--- config.mk ---
export PLATFORM = sky130hd
export DESIGN_NAME = aignl_stats
export DESIGN_NICKNAME = d
export VERILOG_FILES = /design/src/hdl/aignl_pkg.sv /design/src/hdl/aignl_stats.sv
export SDC_FILE = /design/constraint.sdc
export NUM_CORES = 1
export LEC_CHECK = 0
export ABC_AREA = 0
export BUFFER_PORTS_ARGS = -buffer_cell sky130_fd_sc_hd__buf_2
export CAP_MARGIN = 20
export CELL_PAD_IN_SITES_DETAIL_PLACEMENT = 0
export CELL_PAD_IN_SITES_GLOBAL_PLACEMENT = 1
export CORE_ASPECT_RATIO = 0.7
export CORE_MARGIN = 4
export CORE_UTILIZATION = 25
export DETAILED_ROUTE_END_ITERATION = 10
export PLACE_DENSITY_LB_ADDON = 0.05
export SLEW_MARGIN = 20
export SYNTH_ARGS = -nofsm -noshare
export SYNTH_HDL_FRONTEND = slang
export SYNTH_SLANG_ARGS = --single-unit
--- constraint.sdc ---
create_clock -name clock -period 3.4 [get_ports clock]
set_clock_uncertainty 0.2 [all_clocks]
set_input_delay 0 -clock clock [delete_from_list [all_inputs] [get_ports clock]]
set_output_delay 0 -clock clock [all_outputs]
set_load 0.02 [all_outputs]
--- src/hdl/aignl_pkg.sv ---
// ----------------------------------------------------------------------------
// aignl_pkg
// Types and constants for the and-inverter graph leveler.
// ----------------------------------------------------------------------------
`timescale 1ns / 1ps

package aignl_pkg;

   // Level table size and address width
   localparam int MAX_NODES = 65536;
   localparam int ADDR_W    = $clog2(MAX_NODES);

   // Level and statistics widths
   localparam int LEVEL_W = 16;
   localparam int ID_W    = 16;
   localparam int SUM_W   = 32;
   localparam int COUNT_W = 17;

   localparam logic [LEVEL_W-1:0] LEVEL_MAX = '1;

   // Configuration register map
   localparam int CSR_ADDR_W = 3;
   localparam logic CSR_IDX_CTRL = 1'b0;

   // Item actions
   typedef enum logic [1:0] {
      ACT_SOURCE  = 2'd0,
      ACT_AND     = 2'd1,
      ACT_OUTPUT  = 2'd2,
      ACT_RESTART = 2'd3
   } action_type;

   // Input item
   typedef struct packed {
      action_type         action;
      logic [ID_W-1:0]    node_id;
      logic [ID_W-1:0]    fanin_a_id;
      logic [ID_W-1:0]    fanin_b_id;
      logic               is_latch;
   } req_type;

   // Result item
   typedef struct packed {
      logic [LEVEL_W-1:0] node_level;
      logic [LEVEL_W-1:0] max_level;
      logic [LEVEL_W-1:0] min_level;
      logic [SUM_W-1:0]   level_sum;
      logic [COUNT_W-1:0] output_count;
   } rsp_type;

   // Statistics update command
   typedef struct packed {
      logic               update;
      logic               clear;
      logic [LEVEL_W-1:0] level;
   } stats_cmd_type;

   // Running statistics
   typedef struct packed {
      logic [LEVEL_W-1:0] max_level;
      logic [LEVEL_W-1:0] min_level;
      logic [SUM_W-1:0]   level_sum;
      logic [COUNT_W-1:0] output_count;
   } stats_type;

endpackage

--- src/hdl/aignl_stats.sv ---
// ----------------------------------------------------------------------------
// aignl_stats
// Running max, min, sum and count of output levels.
// ----------------------------------------------------------------------------
`timescale 1ns / 1ps

module aignl_stats (
   input  logic                     clock,
   input  logic                     reset,
   input  aignl_pkg::stats_cmd_type cmd,
   output aignl_pkg::stats_type     stats
);

   logic [aignl_pkg::LEVEL_W-1:0] max_ff, max_in;
   logic [aignl_pkg::LEVEL_W-1:0] min_ff, min_in;
   logic [aignl_pkg::SUM_W-1:0]   sum_ff, sum_in;
   logic [aignl_pkg::COUNT_W-1:0] count_ff, count_in;

   // Next values: clear wins, else fold in the new level
   always_comb begin
      max_in   = max_ff;
      min_in   = min_ff;
      sum_in   = sum_ff;
      count_in = count_ff;
      if (cmd.clear) begin
         max_in   = '0;
         min_in   = aignl_pkg::LEVEL_MAX;
         sum_in   = '0;
         count_in = '0;
      end else if (cmd.update) begin
         if (cmd.level > max_ff) begin
            max_in = cmd.level;
         end
         if (cmd.level < min_ff) begin
            min_in = cmd.level;
         end
         sum_in   = sum_ff + aignl_pkg::SUM_W'(cmd.level);
         count_in = count_ff + aignl_pkg::COUNT_W'(1);
      end
   end

   always_ff @(posedge clock) begin
      if (reset) begin
         max_ff   <= '0;
         min_ff   <= aignl_pkg::LEVEL_MAX;
         sum_ff   <= '0;
         count_ff <= '0;
      end else begin
         max_ff   <= max_in;
         min_ff   <= min_in;
         sum_ff   <= sum_in;
         count_ff <= count_in;
      end
   end

   assign stats.max_level    = max_ff;
   assign stats.min_level    = min_ff;
   assign stats.level_sum    = sum_ff;
   assign stats.output_count = count_ff;

endmodule

# ---- Word level (Yosys, flattened, before mapping)
# Index checks and enable logic that the tools add are counted.
dict set report word_totals {
  regBits 81
  mem_bits_rw 0
  n_memories 0
  rom_bits 0
  out_inout_bits 81
  latchBits 0
}
dict set report op_classes {
  eq_ne 0
  magnitude_cmp 2
  addsub 2
  multipliers 0
  n_reduce_logical 3
  n_mux 0
  bitwise 0
  n_div 0
  n_shift 0
}
# operator count
set op_table {}
lappend op_table {{$add 32x16->32} 1}
lappend op_table {{$add 17x1->17 const B} 1}
lappend op_table {{$gt 16x16->1} 1}
lappend op_table {{$lt 16x16->1} 1}
lappend op_table {{$reduce_and 2->1} 2}
lappend op_table {{$reduce_or 2->1} 1}

# ---- Logic depth before layout (Yosys ltp)
# Gate-level depths: netlist of run 1.
dict set report depth {
  ltp_word 2
  mapped_depth 9
}

# ---- Least setup slack after synthesis of run 1
# OpenSTA, ideal clock, no wires.
dict set report synth_path {
  path_kind {reg2reg}
  start {register sum_ff[4] (netlist name)}
  end {register sum_ff[25] (netlist name)}
  required_ns 3.126
  n_path_buf 1
  t_arrival_ns 2.221
  setup_slack_ns 0.905
  stages_incl_launch_ff 9
  setup_ns 0.074
  cell_sequence {dfxtp_1 ha_1 a21o_1 a31oi_1 a31o_2 a2111o_1 buf_6 a2111o_1 o21ai_0}
}
dict set report synth_between {
  elab_chain_cells 1
}
# element line_no
set synth_rtl {}
lappend synth_rtl {{from (decl)} aignl_stats.sv:16} ;# logic [aignl_pkg::SUM_W-1:0] sum_ff, sum_in;
lappend synth_rtl {{from (signal assigned)} aignl_stats.sv:51} ;# sum_ff <= sum_in;
lappend synth_rtl {{$add 32x16->32} aignl_stats.sv:37} ;# sum_in = sum_ff + aignl_pkg::SUM_W'(cmd.level);
# No other way between the ends.
# A chain may end at the register's enable or synchronous reset.

# ---- Final worst setup path of run 1
dict set report layout_path {
  start {input cmd[4] (netlist name)}
  end {register sum_ff[15] (netlist name)}
}
dict set report layout_between {
  elab_chain_cells 1
}
# element line_no
set layout_rtl {}
lappend layout_rtl {{from (decl)} aignl_stats.sv:10} ;# input aignl_pkg::stats_cmd_type cmd,
lappend layout_rtl {{$add 32x16->32} aignl_stats.sv:37}
# No other way between the ends.

==> results.cfg, run 1 <==
[drt]
dr.pass1.iters = 4
routed_wl_mm = 17.39
route.detailed.drc = 0
antenna_left = 0
vias_per_cell = 4.850
detail_route.wl_per_cell_um = 17.42
count_of_vias_placed_by_the_detailed_router = 4840
drtIter0Drc = 318

[logic_synthesis]
post-synth-top-count-cell = sky130_fd_sc_hd__dfxtp_1
synth_top_cells_by_count = 81 x sky130_fd_sc_hd__dfxtp_1, 67 x sky130_fd_sc_hd__nand3_1, 58 x sky130_fd_sc_hd__a21oi_1
syn-cell-area_um2 = 4908
synth.yosys.seq_area_share_pct = 33.04
syn_inst = 613
synth_seq_cells = 81
yosys_synthesis_warning_count = 0
async_reset_ff_share_pct = 0
synth-edff-count = 0
synth_cell_types = 44
area_share_of_the_leading_cell_type_in_the_synthesized_netlist_pct = 33.04
netlist_top_cells_area = sky130_fd_sc_hd__dfxtp_1 33%, sky130_fd_sc_hd__ha_1 12%, sky130_fd_sc_hd__nand3_1 6.8%
synthesis.area_per_instance_um2 = 8.007
mappedNetlistNets = 682
synth_area_leader_cell = sky130_fd_sc_hd__dfxtp_1
synthFlopType = sky130_fd_sc_hd__dfxtp_1

[cts]
clock_path_buffers = 2
cts.reportedPaths.clkPinSlew_ps = 70
clock-root-buffer = sky130_fd_sc_hd__clkbuf_16
clkLatencyLatePin_ps = 350
clock_sink_count = 81
htree_levels = 3
cts-hold-fix-buffers = 20
cts_post_setup_buffers_inserted = 0
post_cts_resized = 0
tritoncts_clock_tree = built
tritoncts.num_buffers = 9

[layout]
post_route_cells_drive_above_1_share_pct = 18.53
fin_nets = 798
antennaDiodeCount = 0
sequential_cell_area_um2 = 1622
flow.area_growth_from_synthesis_pct = 26.92
multiInputGateArea_um2 = 3034
nFillCells = 2051
final_core_util_pct = 32.66

[placement]
dp.final_hpwl_mm = 13.03
routabilityCongestion = 0.7769
input_output_buffers = 100

[power]
seq_power_share_pct = 40.9
report.power.total_mw = 2.431
static-leakage-power_nw = 2.730
power.internal_mw = 1.703
power_switching_share_pct = 29.96
max_ir_drop_vdd_mv = 0.1844
power_frac_clock_pct = 42.0
power.density_nw_per_um2 = 390.2
comb_power_share_pct = 17.0
power_switching_mw = 0.7284

[timing]
unrepaired_setup_endpoints_after_global_routing = no
timing_max_transition_violations_final = 0
finalCriticalPeriod_ps = 2856
slew_headroom_pct = 43.52
timing_worst_slew_pin_value_ps = 842.1
achievable-frequency_mhz = 350.1
final-setup-viol-count = 0
timing.hold.ws_ps = 283.9
finalCritPeriodShare_pct = 84.00
final.setup.tns_ps = 0
report.final.hold_viol_count = 0

[floorplanning]
core_outline_area_um2 = 19080
floorplan.die_area_um2 = 21980
initial_core_util_pct = 25.73
y_dimension_of_the_die_um = 125.2
ioPinCount = 101
floorplan.die.width_um = 175.5
rows = 42

[grt]
groute.usage.overall_pct = 16.04
overflow = 0
grt_antenna_before_repair = 0
grt_pass1_vias = 4722
grt_pass1_wl_mm = 27.74
grt_max_degree = 34

[setup_path]
worst_r2r_startpoint = sum_ff[1]
setup.worst_path.class = primary input to register
cp-start-kind = primary input
reg2reg_setup_slack_ps = 590
rr_endpoint = sum_ff[15]
worstSetupEndpointType = register
timing.critical_path.required_ps = 3440
cp.arrival_ps = 2890
timing.reg2reg.worst_path_depth = 7
worst-path-max-fanout = 5

[outcome]
status = completed

[hold_path]
min-delay-start = sum_ff[26]
hold_depth = 2
whs_endpoint = sum_ff[26]
worst_hold_path_type = register to register

[run]
drv_cap = 0
## worst max path at each step
stage,start,end,depth (start not counted)
2_1_floorplan,sum_ff[4],sum_ff[25],8
3_3_place_gp,sum_ff[4],sum_ff[15],7
3_5_place_dp,sum_ff[1],sum_ff[15],7
4_1_cts,cmd[4],sum_ff[15],9
5_1_grt,cmd[4],sum_ff[15],9
6_report,cmd[4],sum_ff[15],9
## flip-flops by register name, summed over array words and instances (netlist names)
register and flops:
sum_ff 32, count_ff 17, max_ff 16, min_ff 16
## placed cells by master (no fill, tap or decap), types with 4 or more instances in the layout
cell type and count:
sky130_fd_sc_hd__a21o_1 17, sky130_fd_sc_hd__nand4_1 20, sky130_fd_sc_hd__a211oi_1 7, sky130_fd_sc_hd__and3_1 5, sky130_fd_sc_hd__o21a_1 4, sky130_fd_sc_hd__xor2_1 14
sky130_fd_sc_hd__nand3_1 67, sky130_fd_sc_hd__nor2b_1 4, sky130_fd_sc_hd__o21ai_0 52, sky130_fd_sc_hd__buf_2 100, sky130_fd_sc_hd__nor3_1 7, sky130_fd_sc_hd__xnor2_1 7
sky130_fd_sc_hd__ha_1 48, sky130_fd_sc_hd__a21oi_1 58, sky130_fd_sc_hd__buf_4 13, sky130_fd_sc_hd__o211ai_1 6, sky130_fd_sc_hd__mux2i_1 13, sky130_fd_sc_hd__or3_1 12
sky130_fd_sc_hd__dlygate4sd3_1 20, sky130_fd_sc_hd__nand2_1 47, sky130_fd_sc_hd__clkbuf_16 9, sky130_fd_sc_hd__inv_1 38, sky130_fd_sc_hd__nor2_1 38, sky130_fd_sc_hd__dfxtp_1 81
sky130_fd_sc_hd__a2111o_1 10
## power groups by stage
stage	clock (mW)	combinational [mW]	sequential [mW]
2_1_floorplan	0	0.225	1.04
3_3_place_gp	0	0.394	1.02
3_5_place_dp	0	0.400	1.02
4_1_cts	1.07	0.419	0.995
5_1_grt	1.10	0.465	0.999
6_report	1.02	0.414	0.995
## cell type report
cell class / count / area share, %
clock buffer: 9 / 3.615
multi-input combinational: 466 / 48.70
clock inverter: 7 / 1.245
tap: 264 / 5.302
sequential: 81 / 26.03
timing repair buffer: 133 / 12.81
inverter: 38 / 2.290
## layer usage
metal / GRT usage (%) / up-vias / wire [um]
li1: - / 2468 / -
met1: 25.39 / 2258 / 9390
met2: 21.81 / 106 / 6899
met3: 3.621 / 8 / 981
met4: 3.437 / 0 / 116
met5: 0 / - / 0
## worst max-delay path, cell delays in order
cell and delay, ps:
sky130_fd_sc_hd__dlygate4sd3_1 530, sky130_fd_sc_hd__buf_2 190, sky130_fd_sc_hd__ha_1 390, sky130_fd_sc_hd__a21o_1 170, sky130_fd_sc_hd__a31oi_1 80, sky130_fd_sc_hd__a31o_2 330
sky130_fd_sc_hd__a2111oi_0 760, sky130_fd_sc_hd__nor3_1 140, sky130_fd_sc_hd__a311o_1 290
## cells by family after synthesis
| family | after synthesis | synth area share, % |
|---|---|---|
| and+or+nand+nor | 214 | 21.26 |
| AOI/OAI and AO/OA | 169 | 21.41 |
| DFF | 81 | 33.04 |
| buffers and inverters | 66 | 5.251 |
| adders and majority gates | 49 | 12.64 |
| xor gates and xnor gates | 21 | 3.747 |
| muxes | 13 | 2.651 |
## per-stage QoR
step           instance area, um^2  worst slack, ps  cells
6_report                      6230            543.9    998
4_1_cts                       6230            578.4    998
2_1_floorplan                 4908            904.7    613
3_3_place_gp                  5724            648.3    962
3_5_place_dp                  5727            603.5    962
5_1_grt                       6230            381.4    998
Note: power is estimated with default switching activity, not from simulation.
==> run 2: changes to the inputs <==
- clock period: 3.4 -> 2.6 ns (I/O delays scaled with it)
==> run 2 against run 1 <==
Effect of this change: die area unchanged; clock power up 51%; critical path depth unchanged; via count up 3.8%; largest power group unchanged; final cell count up 3.5%; highest routed layer unchanged; the flow now finishes with violations (setup timing); final area up 7.3%; worst setup slack worse by 540 ps; combinational power up 48%.
==> results.cfg, run 2 (synthesis results as in run 1) <==
[power]
comb_power_share_pct = 17.7
power_frac_clock_pct = 44.6
power.density_nw_per_um2 = 515.9
power.internal_mw = 2.465
power_switching_mw = 0.9817
static-leakage-power_nw = 2.938
max_ir_drop_vdd_mv = 0.2192
seq_power_share_pct = 37.7
power_switching_share_pct = 28.48

[floorplanning]
y_dimension_of_the_die_um = 125.2
rows = 42
initial_core_util_pct = 25.73
core_outline_area_um2 = 19080
floorplan.die_area_um2 = 21980
floorplan.die.width_um = 175.5
ioPinCount = 101

[setup_path]
timing.reg2reg.worst_path_depth = 7
cp.arrival_ps = 2680
setup.worst_path.class = primary input to register
worst_r2r_startpoint = sum_ff[1]
timing.critical_path.required_ps = 2680
critical_path.startpoint = cmd[1]
reg2reg_setup_slack_ps = -0.7
cp-start-kind = primary input
worst-path-max-fanout = 7
rr_endpoint = sum_ff[31]
worstSetupEndpointType = register

[drt]
routed_wl_mm = 18.13
dr.pass1.iters = 5
drtIter0Drc = 304
antenna_left = 0
route.detailed.drc = 0
vias_per_cell = 4.862
count_of_vias_placed_by_the_detailed_router = 5022
detail_route.wl_per_cell_um = 17.55

[layout]
mostFrequentLayoutCells = 101 x sky130_fd_sc_hd__buf_2, 79 x sky130_fd_sc_hd__dfxtp_1, 67 x sky130_fd_sc_hd__nand3_1
largest-register = sum_ff
flow.area_growth_from_synthesis_pct = 36.12
sequential_cell_area_um2 = 1627
post_route_cells_drive_above_1_share_pct = 24.32
final_core_util_pct = 35.03
fin_nets = 833
largest_register_ffs = 32
multiInputGateArea_um2 = 3156
antennaDiodeCount = 0
nFillCells = 2040
final_common_cell = sky130_fd_sc_hd__buf_2
reg.largest.list = sum_ff x32, count_ff x17

[run]
drv_cap = 0

[timing]
setup_ws_ps = -0.7419
unrepaired_setup_endpoints_after_global_routing = yes
timing.hold.ws_ps = 279.7
finalCritPeriodShare_pct = 100.0
slew_headroom_pct = 39.88
achievable-frequency_mhz = 384.5
finalCriticalPeriod_ps = 2601
timing_max_transition_violations_final = 0
timing_worst_slew_pin_value_ps = 901.8
final-setup-viol-count = 1
report.final.hold_viol_count = 0

[cts]
tritoncts_clock_tree = built
clock-root-buffer = sky130_fd_sc_hd__clkbuf_16
clkLatencyLatePin_ps = 350
cts.reportedPaths.clkPinSlew_ps = 70
htree_levels = 3
clock_path_buffers = 2
tritoncts.num_buffers = 9
clock_sink_count = 81

[grt]
grt_max_degree = 41
overflow = 0
grt_antenna_before_repair = 0
groute.usage.overall_pct = 16.47
grt_pass1_vias = 4890
grt_pass1_wl_mm = 28.59

[outcome]
status = finished, violations left
failing_checks = setup timing

[hold_path]
min-delay-start = sum_ff[26]
hold_depth = 2
worst_hold_path_type = register to register
whs_endpoint = sum_ff[26]

[placement]
dp.final_hpwl_mm = 13.59
input_output_buffers = 100
routabilityCongestion = 0.7953
run 2: changes by cell type in the layout (fill, tap and decap cells not counted), moves of 3 or more:
cell / before / now
sky130_fd_sc_hd__o21ai_1: 0 / 7
sky130_fd_sc_hd__a211oi_1: 7 / 4
sky130_fd_sc_hd__ha_4: 0 / 4
sky130_fd_sc_hd__a211oi_2: 0 / 3
sky130_fd_sc_hd__o21ai_0: 52 / 45
sky130_fd_sc_hd__buf_4: 13 / 44
sky130_fd_sc_hd__ha_1: 48 / 43
run 2: cell type report:
class | instances | area share (%)
sequential | 81 | 24.34
timing repair buffer | 167 | 16.10
multi-input combinational | 467 | 47.23
clock buffer | 9 | 3.371
tap | 264 | 4.944
inverter | 38 | 2.135
clock inverter | 7 | 1.873
run 2: worst max-delay path by stage:
stage                      end  slack (ps)  cells after the start
CTS                 sum_ff[25]           1                      9
global placement    sum_ff[21]          30                      7
global route        sum_ff[31]         -80                      7
finish              sum_ff[31]        -0.7                      9
floorplan           sum_ff[25]         100                      8
detailed placement  sum_ff[25]         -50                      7
run 2: repair_timing:
item | CTS | global route
gates resized for setup | 4 | 28
hold endpoints to repair | 45 | 0
buffers inserted | 1 | 3
hold buffers | 20 | 0
gates cloned | 0 | 2
setup endpoints to repair | 11 | 31
pin swaps | 2 | 12
run 2: critical path, cell delays in order:
cell and delay [ps]:
sky130_fd_sc_hd__dlygate4sd3_1 530, sky130_fd_sc_hd__buf_2 170, sky130_fd_sc_hd__ha_4 270, sky130_fd_sc_hd__a21oi_2 50, sky130_fd_sc_hd__nand4b_1 260, sky130_fd_sc_hd__a31o_4 330
sky130_fd_sc_hd__a2111o_2 580, sky130_fd_sc_hd__a2111o_1 430, sky130_fd_sc_hd__o21ai_1 70
run 2: power groups by stage:
stage	logic [mW]	registers, mW	clock network [mW]
3_5_place_dp	0.562	1.33	0
4_1_cts	0.591	1.30	1.60
2_1_floorplan	0.294	1.36	0
5_1_grt	0.679	1.30	1.63
6_report	0.611	1.30	1.54
3_3_place_gp	0.558	1.33	0
run 2: stage by stage:
step	cells	setup slack, ps	TNS, ps	total power [mW]	cell area (um^2)
3_3_place_gp	991	31.69	0	1.885	5967
2_1_floorplan	613	104.7	0	1.657	4908
4_1_cts	1028	1.147	0	3.489	6541
3_5_place_dp	991	-46.81	-258.8	1.891	5969
6_report	1033	-0.7419	-0.7419	3.447	6681
5_1_grt	1033	-79.73	-315.3	3.617	6681
run 2: routing by layer:
layer  wire length (um)  track usage, %
met3                701           3.138
met1              10060           26.26
met2               7178           22.56
met5                  0               0
met4                189           3.666
==> run 3: changes to the inputs <==
- GPL_ROUTABILITY_DRIVEN: default -> 0
- SKIP_LAST_GASP: default -> 1
==> run 3 against run 2 <==
Effect of this change: the run now ends clean; first-iteration DRC count rose by 16%; sequential power about the same; sequential share of layout area did not move; critical path depth unchanged; die area did not move; register-to-register slack barely moved; utilization did not move; combinational power about the same; non-clock buffer count stayed put; hold slack is essentially flat; largest power group unchanged.
==> results.cfg, run 3 (synthesis results as in run 1) <==
[cts]
cts.reportedPaths.clkPinSlew_ps = 70
clock_path_buffers = 2
htree_levels = 3
clkLatencyLatePin_ps = 350
tritoncts.num_buffers = 9
clock_sink_count = 81
tritoncts_clock_tree = built
clock-root-buffer = sky130_fd_sc_hd__clkbuf_16

[setup_path]
worstSetupEndpointType = register
timing.critical_path.required_ps = 2680
worst-path-max-fanout = 7
setup.worst_path.class = primary input to register
cp.arrival_ps = 2670
cp-start-kind = primary input

[layout]
fin_nets = 833
final_core_util_pct = 35.03
nFillCells = 2040
reg.largest.list = sum_ff x32, count_ff x17
final_common_cell = sky130_fd_sc_hd__buf_2
flow.area_growth_from_synthesis_pct = 36.12
antennaDiodeCount = 0
final_design_area_no_fill_um2 = 6681
largest_register_ffs = 32
post_route_cells_drive_above_1_share_pct = 24.32
mostFrequentLayoutCells = 101 x sky130_fd_sc_hd__buf_2, 79 x sky130_fd_sc_hd__dfxtp_1, 67 x sky130_fd_sc_hd__nand3_1
largest-register = sum_ff

[floorplanning]
initial_core_util_pct = 25.73
y_dimension_of_the_die_um = 125.2
ioPinCount = 101
core_outline_area_um2 = 19080
rows = 42
floorplan.die.width_um = 175.5
floorplan.die_area_um2 = 21980

[grt]
grt_max_degree = 41
grt_antenna_before_repair = 0
overflow = 0
grt_pass1_vias = 4890
grt_pass1_wl_mm = 28.59
groute.usage.overall_pct = 16.47

[drt]
dr.pass1.iters = 4
routed_wl_mm = 18.12
drtIter0Drc = 354
count_of_vias_placed_by_the_detailed_router = 5040
antenna_left = 0
vias_per_cell = 4.879
route.detailed.drc = 0
detail_route.wl_per_cell_um = 17.54

[timing]
final-setup-viol-count = 0
timing_worst_slew_pin_value_ps = 892.7
report.final.hold_viol_count = 0
timing.hold.ws_ps = 279.6
finalCriticalPeriod_ps = 2589
timing_max_transition_violations_final = 0
finalCritPeriodShare_pct = 99.58
slew_headroom_pct = 40.48
unrepaired_setup_endpoints_after_global_routing = yes
achievable-frequency_mhz = 386.2

[hold_path]
worst_hold_path_type = register to register

[outcome]
status = completed

[placement]
placement.cell_area_um2 = 5969
dp.final_hpwl_mm = 13.59
input_output_buffers = 100

[power]
max_ir_drop_vdd_mv = 0.2196
power.density_nw_per_um2 = 516.2
static-leakage-power_nw = 2.937

[run]
drv_cap = 0
-- run 3: cell types whose count changed in the layout (fill, tap and decap cells not counted) --
cell	change
sky130_fd_sc_hd__o21ai_0	+2
sky130_fd_sc_hd__o21ai_1	-2
-- run 3: routing by layer --
| metal | wire length, um | vias up | track usage (%) |
|---|---|---|---|
| met5 | 0 | - | 0 |
| met4 | 170 | 0 | 3.666 |
| met3 | 704 | 11 | 3.138 |
| met2 | 7168 | 95 | 22.56 |
| met1 | 10080 | 2385 | 26.26 |
| li1 | - | 2549 | - |
-- run 3: area by class of cell --
cell class | count | area (um^2) | area share [%]
repair buffers | 167 | 1076 | 16.10
clock buffers | 9 | 225.2 | 3.371
multi-input cells | 467 | 3156 | 47.23
flip-flops and latches | 81 | 1627 | 24.34
clock inverters | 7 | 125.1 | 1.873
well taps | 264 | 330.3 | 4.944
inverters | 38 | 142.6 | 2.135
-- run 3: critical path, stage by stage --
cell                            delay, ps
sky130_fd_sc_hd__dlygate4sd3_1        530
sky130_fd_sc_hd__buf_2                170
sky130_fd_sc_hd__ha_4                 270
sky130_fd_sc_hd__a21oi_2               50
sky130_fd_sc_hd__nand4b_1             250
sky130_fd_sc_hd__a31o_4               330
sky130_fd_sc_hd__a2111o_2             570
sky130_fd_sc_hd__a2111o_1             430
sky130_fd_sc_hd__o21ai_1               70
-- run 3: report_power, final --
group          internal (mW)  switching, mW  total, mW
sequential              1.27         0.0274       1.30
clock                  0.950          0.588       1.54
combinational          0.243          0.368      0.611
-- run 3: path summary, 6_finish.rpt --
| check | cells past startpoint | end | startpoint | slack [ps] |
|---|---|---|---|---|
| min reg2reg | 2 | sum_ff[26] | sum_ff[26] | 280 |
| max | 9 | sum_ff[31] | cmd[1] | 10 |
| min | 2 | sum_ff[26] | sum_ff[26] | 280 |
| max reg2reg | 7 | sum_ff[31] | sum_ff[1] | 10 |
-- run 3: per-stage QoR --
stage | total power [mW] | setup slack [ps] | std cells | setup TNS [ps]
floorplan | 1.657 | 104.7 | 613 | 0
global route | 3.617 | -86.92 | 1033 | -382.1
finish | 3.449 | 10.79 | 1033 | 0
CTS | 3.489 | 1.147 | 1028 | 0
global placement | 1.885 | 31.69 | 991 | 0
detailed placement | 1.891 | -46.81 | 991 | -258.8
-- run 3: repair_timing --
item | CTS | global route
hold buffers | 20 | 0
cloned | 0 | 2
endpoints found under the setup margin | 11 | 31
endpoints found under the hold margin | 45 | 0
setup buffers | 1 | 3
pin swaps | 2 | 11
gates resized for setup | 4 | 26
